===== config.mk =====
export PLATFORM = sky130hd
export DESIGN_NAME = tccw_ctrl
export DESIGN_NICKNAME = d
export VERILOG_FILES = /design/src/rtl/tccw_pkg.sv /design/src/rtl/tccw_ctrl.sv
export SDC_FILE = /design/constraint.sdc
export NUM_CORES = 1
export LEC_CHECK = 0
export BUFFER_PORTS_ARGS = -buffer_cell sky130_fd_sc_hd__buf_2
export CAP_MARGIN = 20
export CORE_AREA = 2 2 39 41
export CTS_CLUSTER_DIAMETER = 50
export DETAILED_ROUTE_END_ITERATION = 8
export DIE_AREA = 0 0 41 43
export PLACE_DENSITY = 0.68
export SKIP_LAST_GASP = 1
export SYNTH_ARGS = -nofsm -noshare
export SYNTH_HDL_FRONTEND = slang
export SYNTH_SLANG_ARGS = --single-unit

===== constraint.sdc =====
create_clock -name clk -period 2.7 [get_ports clk]
set_input_delay 0.54 -clock clk [delete_from_list [all_inputs] [get_ports clk]]
set_output_delay 0.54 -clock clk [all_outputs]
set_load 0.02 [all_outputs]

===== src/rtl/tccw_pkg.sv =====
`timescale 1ns / 1ps

package tccw_pkg;

  // one input transfer
  typedef struct packed {
    logic       opcode;
    logic [7:0] char_code;
    logic [6:0] read_column;
    logic [4:0] read_row;
  } in_t;

  // one result transfer
  typedef struct packed {
    logic [15:0] cell_value;
    logic [4:0]  cursor_row;
    logic [6:0]  cursor_column;
    logic        scrolled;
  } out_t;

  // operation codes
  localparam logic OP_PUT  = 1'b0;
  localparam logic OP_READ = 1'b1;

  // special characters and reset values
  localparam logic [7:0]  CHAR_TAB     = 8'd9;
  localparam logic [7:0]  CHAR_NEWLINE = 8'd10;
  localparam logic [7:0]  CHAR_SPACE   = 8'd32;
  localparam logic [7:0]  RESET_COLOR  = 8'h07;
  localparam logic [15:0] RESET_CELL   = {RESET_COLOR, CHAR_SPACE};

  // controller to datapath commands
  typedef struct packed {
    logic accept;
    logic put;
    logic newline;
    logic cnt_clr;
    logic copy;
    logic blank;
    logic fill;
    logic emit;
  } cmd_t;

  // datapath to controller status
  typedef struct packed {
    logic in_read;
    logic in_newline;
    logic wraps_last;
    logic row_last;
    logic count_last;
    logic count_zero;
    logic copy_done;
    logic fill_done;
  } sts_t;

endpackage


===== src/rtl/tccw_ctrl.sv =====
`timescale 1ns / 1ps

module tccw_ctrl (
  input  logic           clk,
  input  logic           rst_n,
  input  logic           start,
  input  tccw_pkg::sts_t sts,
  output logic           busy,
  output tccw_pkg::cmd_t cmd
);

  typedef enum logic [6:0] {
    ST_CLEAR   = 7'b0000001,
    ST_IDLE    = 7'b0000010,
    ST_READ    = 7'b0000100,
    ST_NEWLINE = 7'b0001000,
    ST_PUT     = 7'b0010000,
    ST_COPY    = 7'b0100000,
    ST_BLANK   = 7'b1000000
  } state_t;

  state_t st_r, st_nxt;

  // state register, reset starts the clearing pass
  always_ff @(posedge clk) begin
    if (!rst_n) begin
      st_r <= ST_CLEAR;
    end else begin
      st_r <= st_nxt;
    end
  end

  // next state and commands
  always_comb begin
    st_nxt = st_r;
    cmd    = '0;
    unique case (st_r)
      ST_CLEAR: begin
        cmd.fill = 1'b1;
        if (sts.fill_done) st_nxt = ST_IDLE;
      end
      ST_IDLE: begin
        if (start) begin
          cmd.accept = 1'b1;
          if (sts.in_read)         st_nxt = ST_READ;
          else if (sts.in_newline) st_nxt = ST_NEWLINE;
          else                     st_nxt = ST_PUT;
        end
      end
      ST_READ: begin
        cmd.emit = 1'b1;
        st_nxt   = ST_IDLE;
      end
      ST_NEWLINE: begin
        cmd.newline = 1'b1;
        if (sts.row_last) begin
          cmd.cnt_clr = 1'b1;
          st_nxt      = ST_COPY;
        end else begin
          cmd.emit = 1'b1;
          st_nxt   = ST_IDLE;
        end
      end
      ST_PUT: begin
        cmd.put = 1'b1;
        if (sts.wraps_last) begin
          cmd.cnt_clr = 1'b1;
          st_nxt      = ST_COPY;
        end else if (sts.count_last) begin
          cmd.emit = 1'b1;
          st_nxt   = ST_IDLE;
        end
      end
      ST_COPY: begin
        cmd.copy = 1'b1;
        if (sts.copy_done) st_nxt = ST_BLANK;
      end
      ST_BLANK: begin
        cmd.blank = 1'b1;
        if (sts.fill_done) begin
          if (sts.count_zero) begin
            cmd.emit = 1'b1;
            st_nxt   = ST_IDLE;
          end else begin
            st_nxt = ST_PUT;
          end
        end
      end
      default: st_nxt = ST_IDLE;
    endcase
  end

  assign busy = (st_r != ST_IDLE);

endmodule


* Yosys cells after proc, flatten, opt, wreduce, memory -nomap -nowiden
Cells that the tools add are included.
** Storage, ports and cells
- Flip-flop bits (word level) :: 7
- Bits in latches :: 0
- RAM bits :: 0
- ROM bits :: 0
- Input port bits :: 11
- Output and inout bits :: 9
- Memories kept :: 0
** Cells by class
- Add/subtract/negate cells :: 0
- $mul :: 0
- Divide/modulo/power cells :: 0
- Magnitude comparators :: 0
- Equal/unequal tests :: 13
- Shifts and indexed selects :: 0
- Multiplexer cells :: 27
- Bitwise gates (word level) :: 0
- Reduce and logical (&&, ||, !) cells :: 1
** Operators with widths (number)
- two-way mux 7 bit :: 7
- case mux 7 bit (6 select lines) :: 1
- two-way mux 1 bit :: 14
- two-way mux 5 bit :: 2
- inequality test 2 bit, second input constant :: 4
- equality test 7 x 1 -> 1 bit, second input constant :: 1
- equality test 7 x 2 -> 1 bit, second input constant :: 1
- equality test 7 x 3 -> 1 bit, second input constant :: 1
- equality test 7 x 4 -> 1 bit, second input constant :: 1
- equality test 7 x 5 -> 1 bit, second input constant :: 1
- equality test 7 x 6 -> 1 bit, second input constant :: 1
- equality test 7 bit, second input constant :: 1
- inequality test 7 x 2 -> 1 bit, second input constant :: 1
- two-way mux 6 bit :: 1
- AND reduction 5 bit :: 1
- case mux 1 bit (4 select lines) :: 1
- inequality test 3 bit, second input constant :: 1
- case mux 1 bit (2 select lines) :: 1

* Depth between registers and ports, before layout
Gate-level depths: netlist of the first run.
- Depth after elaboration :: 4
- Depth in mapped cells :: 6
- Mapped depth without buffers :: 5

* Worst setup path before layout of the first run
No wires, ideal clock.
- Kind :: register -> output
- Start point :: register st_r[3]
- End point :: output cmd[3] (netlist name)
- Data arrival time :: 1.763 ns
- Slack :: 0.397 ns
- Cell stages (with the launch flop) :: 4
- Path through :: dfxtp_1 -> buf_6 -> or4_4 -> nor4b_1
** RTL lines
- start: declaration :: line tccw_ctrl.sv:22 : state_t st_r, st_nxt;
- start signal: assignment :: line tccw_ctrl.sv:29 : st_r <= st_nxt;
- end: declaration :: line tccw_ctrl.sv:9 : output tccw_pkg::cmd_t cmd

==> flow_summary.ini, run 1 <==
[synthesis]
ys_warn_count = 0
postSynthAreaPerCell_sq_um = 8.04
netlist.area_leader.share = 0.256
synthCells = 68
ys.flop_type = dfxtp_1
syn-cell-area_sq_um = 547
ys_top_cells_by_area = dfxtp_1 26%, nor2_1 6.2%, nand2_1 4.1%
synth_seq_cells = 7
synth_cell_type_count = 34
synthTopCellsByCount = 9 x nor2_1, 7 x dfxtp_1, 6 x nand2_1
seq_area_frac_synth = 0.256
syn_nets = 79
synth_enable_flop_cells = 0
synth_largest_area_cell = dfxtp_1
ys_async_sr_fraction = 0
yosysMostFrequentCell = nor2_1

[global_routing]
antenna_found_initial = 0
grt_pass1_vias = 488
grt_start_max_net_pins = 12
grt-ovfl-total = 0
grtUsageTotal = 0.172
grt_pass1_wl_mm = 2.04

[clock_tree]
clkTransAtPathRegs_ns = 0.05
cts_buffers = 3
htreeDepth = 1
cts.sinks = 7
cts_hold_buf = 0
cts-root-buf = clkbuf_4
clk_latency_ns = 0.26
cts_tree = built
post_cts_resized = 0
ctsLongestPathBuffers = 2
cts_setup_buffers = 0

[detailed_routing]
ant_nets = 0
drt_pre_antenna_iters = 4
drt_iter0_markers = 8
vias = 557
routed_wl_mm = 1.28
drc = 0
drt-vias-per-instance = 5.41
wl_per_cell_um = 12.4

[placed_design]
numPortBuffers = 19
place.gp.congestion = 0.754
hpwl_um = 994

[setup_path]
path_max_fanout = 8
worstReg2RegEnd = st_r[1]
reg2reg_setup_slack_ns = 0.87
end_kind = output pin
critPathCapture = cmd[0]
cp_common_cell = nand2_1
cpPeakStageDelay_ns = 0.57
critPathLaunch = st_r[3]
critPathKind = flip-flop to output pin
ff2ff_path_depth = 5
r2r_start = st_r[3]
start_kind = flip-flop
crit_chain = or4_4, or3_4, nor2_1, nand2_1, nand2_1, buf_2
crit_slowest_cell = or4_4
arrival_ns = 1.97
required_ns = 2.16

[final_layout]
largest_reg_flops = 7
multi_input_area_sq_um = 365
layout.nets = 99
diodes = 0
seq_area_sq_um = 140
regMostFlops = st_r
top_regs = st_r x7
drive_above_1_share = 0.333
fill_cells = 142
syn_to_final_growth_pct = 21.1

[power_and_ir_drop]
p_total_uw = 266
power_leakage_uw = 0.000309
ir_drop_uv = 278
p_per_area_nw_per_um2 = 402

[sta]
setup_tns_ns = 0
rsz0062_at_grt = no
finalHoldViolCount = 0
relSlewSlack = 0.709
worst_pin_slew_ns = 0.436
post-route-period-util = 0.931
finClkSkew_ns = 0.00493
setup_violations = 0
hold_ws_ns = 0.517
timing.fmax_mhz = 398
finalCriticalPeriod_ns = 2.51
slew_viol_final = 0

[worst_hold_path]
min_delay_path_depth = 2
hold_class = input port to flip-flop
min-delay-start = sts[0]

[floorplanning]
rows = 14
ios = 20
core_sq_um = 1380
die-height_um = 43
initial_core_util = 0.395
die_area_sq_um = 1760
die_width_um = 41

[outcome]
status = finished clean

[flow_run]
maxCapViolations = 0
-- cells in the final DEF (no fill, tap or decap) --
master	netlist	final
nor2_1	9	9
dfxtp_1	7	7
o32a_1	1	1
a22o_2	1	1
o22ai_1	1	1
inv_2	1	1
xnor2_1	1	1
clkbuf_1	0	1
buf_2	3	19
and2_1	1	1
and3_1	3	3
clkbuf_4	0	3
a311oi_1	1	1
o2bb2ai_1	1	1
nor3_1	3	3
nor4_1	2	2
a32oi_1	1	1
nor2b_1	1	1
nor3b_1	1	1
and4b_1	1	1
a31o_2	1	1
nand3_1	2	2
nor4b_1	2	2
o21a_1	3	3
o211ai_1	1	1
inv_1	3	3
nor3_4	1	1
or4_4	1	1
nand2b_1	1	1
o21ai_0	2	2
or3_4	1	1
nor4_4	1	1
mux2i_1	2	2
nand2_1	6	6
xor2_1	1	1
-- worst max-delay path, delay by kind of cell (launching register included) --
family	cells	cell delay, ns
buffers and inverters	1	0.15
DFF	1	0.38
and+or+nand+nor	5	1.19
-- metrics by stage --
step                      std cells  instance area [sq um]  setup WS (ns)   util
after floorplan                  68                    547          0.397      -
after global placement           99                    636          0.476  0.459
after detailed placement         99                    636          0.475  0.459
after CTS                       103                    662          0.187  0.478
after global routing            103                    662         0.0978  0.478
final                           103                    662          0.186  0.478
-- logic make-up after synthesis --
| family | count (synthesis) | share of synthesized area |
|---|---|---|
| AO/OA/AOI/OAI | 13 | 0.185 |
| flip-flops | 7 | 0.256 |
| multiplexers | 2 | 0.0366 |
| XOR/XNOR | 2 | 0.0320 |
| AND/OR/NAND/NOR | 36 | 0.414 |
| buffers and inverters | 8 | 0.0755 |
-- worst min-delay path by stage --
stage / to / slack [ns]
CTS: st_r[0] / 0.51
finish: st_r[0] / 0.52
global placement: st_r[0] / 0.60
floorplan: st_r[0] / 0.56
detailed placement: st_r[0] / 0.62
global route: st_r[0] / 0.52
-- layout make-up --
cell class	count	area share
timing repair buffer	19	0.144
inverter	4	0.0227
sequential	7	0.212
tap	16	0.0302
multi-input combinational	53	0.552
clock buffer	4	0.0397
-- per-layer routing --
layer	global-route usage	vias to the layer above	routed length [um]
li1	-	287	-
met1	0.233	251	608
met2	0.241	14	585
met3	0.0209	5	57
met4	0.120	0	30
met5	0	-	0
-- where the power goes --
part / internal, uW / switching, uW
Clock: 56.5 / 40.5
Sequential: 107 / 7.28
Combinational: 24.9 / 29.6
Power figures use the tool's default switching activity.
==> run 2, diff against run 1 <==
--- a/config.mk
+++ b/config.mk
@@ -8,10 +8,11 @@
 export BUFFER_PORTS_ARGS = -buffer_cell sky130_fd_sc_hd__buf_2
 export CAP_MARGIN = 20
 export CORE_AREA = 2 2 39 41
+export CTS_BUF_LIST = sky130_fd_sc_hd__clkbuf_8
 export CTS_CLUSTER_DIAMETER = 50
 export DETAILED_ROUTE_END_ITERATION = 8
 export DIE_AREA = 0 0 41 43
-export PLACE_DENSITY = 0.68
+export PLACE_DENSITY = 0.65
 export SKIP_LAST_GASP = 1
 export SYNTH_ARGS = -nofsm -noshare
 export SYNTH_HDL_FRONTEND = slang
==> flow_summary.ini, run 2 (synthesis results as in run 1) <==
[power_and_ir_drop]
ir_drop_uv = 330
p_total_uw = 318
intPower_uw = 231
p_switching_uw = 87.2
switching_share = 0.274
combPwrFrac = 0.173
power_leakage_uw = 0.000321
p_seq_frac = 0.361
p_per_area_nw_per_um2 = 468
clkPwrFrac = 0.466

[clock_tree]
post_cts_resized = 0
clk_latency_ns = 0.23
cts-root-buf = clkbuf_8
cts_tree = built
cts_hold_buf = 0
ctsLongestPathBuffers = 2
cts_setup_buffers = 0
cts.sinks = 7
htreeDepth = 1
clkTransAtPathRegs_ns = 0.04
cts_buffers = 3

[global_routing]
grt_start_max_net_pins = 12
grtUsageTotal = 0.187
grt_pass1_vias = 514
grt-ovfl-total = 0
grt_pass1_wl_mm = 2.21
antenna_found_initial = 0

[final_layout]
layout_commonest_cell = buf_2
regMostFlops = st_r
diodes = 0
syn_to_final_growth_pct = 24.5
fin_area_sq_um = 681
top_regs = st_r x7
layout.nets = 99
largest_reg_flops = 7
final_cell_mix = 19 x buf_2, 9 x nor2_1, 7 x dfxtp_1
drive_above_1_share = 0.333

[sta]
rsz0062_at_grt = no
setup_violations = 0
finClkSkew_ns = 0.00313
slew_viol_final = 0
setup_tns_ns = 0
relSlewSlack = 0.718
worst_pin_slew_ns = 0.423
post-route-period-util = 0.925
timing.fmax_mhz = 401
finalHoldViolCount = 0
finalCriticalPeriod_ns = 2.50

[setup_path]
arrival_ns = 1.96
start_kind = flip-flop
critPathKind = flip-flop to output pin
required_ns = 2.16
end_kind = output pin
path_max_fanout = 8

[detailed_routing]
ant_nets = 0
drt_pre_antenna_iters = 4
drt_iter0_markers = 11
routed_wl_mm = 1.40
drc = 0
wl_per_cell_um = 13.5
vias = 565
drt-vias-per-instance = 5.49

[placed_design]
hpwl_mm = 1.06
post_dp_cell_area_sq_um = 636
numPortBuffers = 19
place.gp.congestion = 0.807

[floorplanning]
die-height_um = 43
die_width_um = 41
core_sq_um = 1380
rows = 14
initial_core_util = 0.395
ios = 20
die_area_sq_um = 1760

[worst_hold_path]
hold_class = input port to flip-flop

[flow_run]
maxCapViolations = 0

[outcome]
status = finished clean
-- run 2: metal layers --
layer | up-vias | wire, um | global-route usage
met2 | 12 | 679 | 0.281
li1 | 285 | - | -
met5 | - | 0 | 0
met1 | 263 | 632 | 0.232
met3 | 5 | 48 | 0.0314
met4 | 0 | 36 | 0.120
-- run 2: critical path, cell delays in order (launching register included) --
cell and delay [ns]:
dfxtp_1 0.37, or4_4 0.57, or3_4 0.41, inv_2 0.07, a22o_2 0.14, buf_2 0.16
-- run 2: worst paths after layout --
path / from / endpoint / slack (ns) / cells after the start
hold / removal: sts[0] / st_r[0] / 0.55 / 2
setup reg to reg: st_r[3] / st_r[1] / 0.88 / 5
setup / recovery: st_r[3] / cmd[4] / 0.20 / 5
hold reg to reg: st_r[0] / st_r[0] / 0.64 / 2
-- run 2: area by class of cell --
cell class / count / area (sq um)
clock buffer: 3 / 41.3
sequential: 7 / 140
tap: 16 / 20.0
fill: 152 / 703
clock inverter: 1 / 3.75
timing repair buffer: 19 / 95.1
inverter: 4 / 15.0
multi-input combinational: 53 / 365
-- run 2: power by group through the flow --
stage	Sequential [uW]	Combinational [uW]	Clock, uW
floorplan	114	35.4	0
detailed placement	116	54.0	0
finish	115	55.0	148
global placement	116	53.9	0
CTS	115	54.8	150
global route	116	60.3	156
-- run 2: stage by stage --
step	hold WS, ns	setup slack, ns	std cells	util
after detailed placement	0.633	0.462	99	0.459
after global routing	0.553	0.115	103	0.492
after global placement	0.607	0.461	99	0.459
after CTS	0.554	0.210	103	0.492
final	0.548	0.203	103	0.492
after floorplan	0.563	0.397	68	-
==> run 3, diff against run 2 <==
--- a/config.mk
+++ b/config.mk
@@ -5,6 +5,7 @@
 export SDC_FILE = /design/constraint.sdc
 export NUM_CORES = 1
 export LEC_CHECK = 0
+export ABC_AREA = 1
 export BUFFER_PORTS_ARGS = -buffer_cell sky130_fd_sc_hd__buf_2
 export CAP_MARGIN = 20
 export CORE_AREA = 2 2 39 41
@@ -12,7 +13,7 @@
 export CTS_CLUSTER_DIAMETER = 50
 export DETAILED_ROUTE_END_ITERATION = 8
 export DIE_AREA = 0 0 41 43
-export PLACE_DENSITY = 0.65
+export PLACE_DENSITY = 0.69
 export SKIP_LAST_GASP = 1
 export SYNTH_ARGS = -nofsm -noshare
 export SYNTH_HDL_FRONTEND = slang
==> flow_summary.ini, run 3 <==
[outcome]
status = finished clean

[floorplanning]
die_area_sq_um = 1760
rows = 14
die_width_um = 41
initial_core_util = 0.429
ios = 20
die-height_um = 43
core_sq_um = 1380

[clock_tree]
cts.sinks = 7
htreeDepth = 1
cts_tree = built
ctsLongestPathBuffers = 2
post_cts_resized = 0
cts_setup_buffers = 0
cts_hold_buf = 0
clk_latency_ns = 0.23
cts_buffers = 3
clkTransAtPathRegs_ns = 0.04
cts-root-buf = clkbuf_8

[detailed_routing]
ant_nets = 0
routed_wl_mm = 1.35
drc = 0
vias = 677
drt_pre_antenna_iters = 4
wl_per_cell_um = 9.23
drt-vias-per-instance = 4.64
drt_iter0_markers = 4

[final_layout]
regMostFlops = st_r
layout.cells.non_filler = 146
syn_to_final_growth_pct = 26.9
drive_above_1_share = 0.323
final_cell_mix = 31 x nand2_1, 19 x buf_2, 16 x nor2_1
top_regs = st_r x7
layout_commonest_cell = nand2_1
largest_reg_flops = 7
fin_area_sq_um = 754
fill_cells = 159
diodes = 0
utilization = 0.545
layout.nets = 142

[synthesis]
synth_compound_area_frac = 0
yosysMostFrequentCell = nand2_1
ys.flop_type = dfxtp_1
synth-adder-area-share = 0
synth_seq_cells = 7
synthCells = 107
synth-xor-area-share = 0
seq_area_frac_synth = 0.236
synth_enable_flop_cells = 0
ys_async_sr_fraction = 0
ys_warn_count = 0
synth_top_family_by_area = simple AND/OR/NAND/NOR gates
ys_top_cells_by_area = dfxtp_1 24%, nand2_1 20%, nand3_1 11%
syn-cell-area_sq_um = 594
syn_nets = 118
synth_largest_area_cell = dfxtp_1
synthTopCellsByCount = 31 x nand2_1, 16 x nor2_1, 14 x inv_1, 13 x nand3_1, 8 x nor2_2
yosys.area_share.simple = 0.625
synth_cell_type_count = 13
synth_mux_area_frac = 0
postSynthAreaPerCell_sq_um = 5.55
netlist.area_leader.share = 0.236

[worst_hold_path]
min_delay_path_depth = 2
hold_class = input port to flip-flop

[global_routing]
antenna_found_initial = 0
grt_pass1_wl_mm = 2.24
grt_start_max_net_pins = 8
grtUsageTotal = 0.190
grt_pass1_vias = 577
grt-ovfl-total = 0

[setup_path]
worst-path-buf-inv = 2
cp_top_family = simple AND/OR/NAND/NOR gates
ff2ff_path_depth = 10
arrival_ns = 1.40
crit_slowest_cell = dfxtp_1
end_kind = output pin
required_ns = 2.16
critPathKind = flip-flop to output pin
cp_common_cell = nand2_1
cpPeakStageDelay_ns = 0.33
worst-path-stages = 8
start_kind = flip-flop
crit_chain = inv_2, nand2_1, nor2_1, nand2_1, nor2_1, nand2_1, nand4_1, buf_2
path_max_fanout = 3

[sta]
post-route-period-util = 0.720
setup_violations = 0
finalHoldViolCount = 0
hold_ws_ns = 0.548
finalCriticalPeriod_ns = 1.94
setup_tns_ns = 0
rsz0062_at_grt = no
worst_pin_slew_ns = 0.272
finClkSkew_ns = 0.00184
slew_viol_final = 0
timing.fmax_mhz = 514
relSlewSlack = 0.818

[placed_design]
place.gp.congestion = 0.791
numPortBuffers = 19
place_inst = 142
post_dp_cell_area_sq_um = 709
hpwl_mm = 1.15

[power_and_ir_drop]
clkPwrFrac = 0.338
p_per_area_nw_per_um2 = 554
p_switching_uw = 154
power_leakage_uw = 0.000460
p_seq_frac = 0.301
switching_share = 0.368
ir_drop_uv = 300
combPwrFrac = 0.361
intPower_uw = 264

[flow_run]
maxCapViolations = 0
-- run 3: layout make-up --
type	count	area [sq um]	share of cell area
multi-input cells	78	372	0.493
flip-flops and latches	7	140	0.186
repair buffers	19	95.1	0.126
inverters	22	82.6	0.109
clock buffers	3	41.3	0.0547
well taps	16	20.0	0.0265
clock inverters	1	3.75	0.00498
-- run 3: kinds of logic after synthesis --
logic type | Yosys count
flops | 7
simple gates | 78
buf+inv | 22
-- run 3: path summary, 6_finish.rpt --
check	end	slack (ns)	startpoint
worst max-delay path	cmd[0]	0.76	st_r[2]
worst min-delay path	st_r[0]	0.55	rst_n
worst max register to register	st_r[4]	1.38	st_r[4]
worst min register to register	st_r[0]	0.59	st_r[0]
-- run 3: power groups by stage --
stage	registers, uW	logic [uW]	clock network [uW]
after floorplan	126	115	0
after global placement	127	152	0
after detailed placement	128	153	0
after CTS	126	153	147
after global routing	128	173	154
final	126	151	141
-- run 3: metrics by stage --
step	setup slack (ns)	power, uW
6_report	0.756	418
5_1_grt	0.658	455
4_1_cts	0.726	426
3_5_place_dp	0.972	280
3_3_place_gp	0.969	279
2_1_floorplan	1.00	241
-- run 3: routing by layer --
| layer | part of all wire | global-route usage |
|---|---|---|
| met5 | 0 | 0 |
| met4 | 0.021 | 0.140 |
| met3 | 0.067 | 0.0209 |
| met2 | 0.43 | 0.284 |
| met1 | 0.48 | 0.237 |
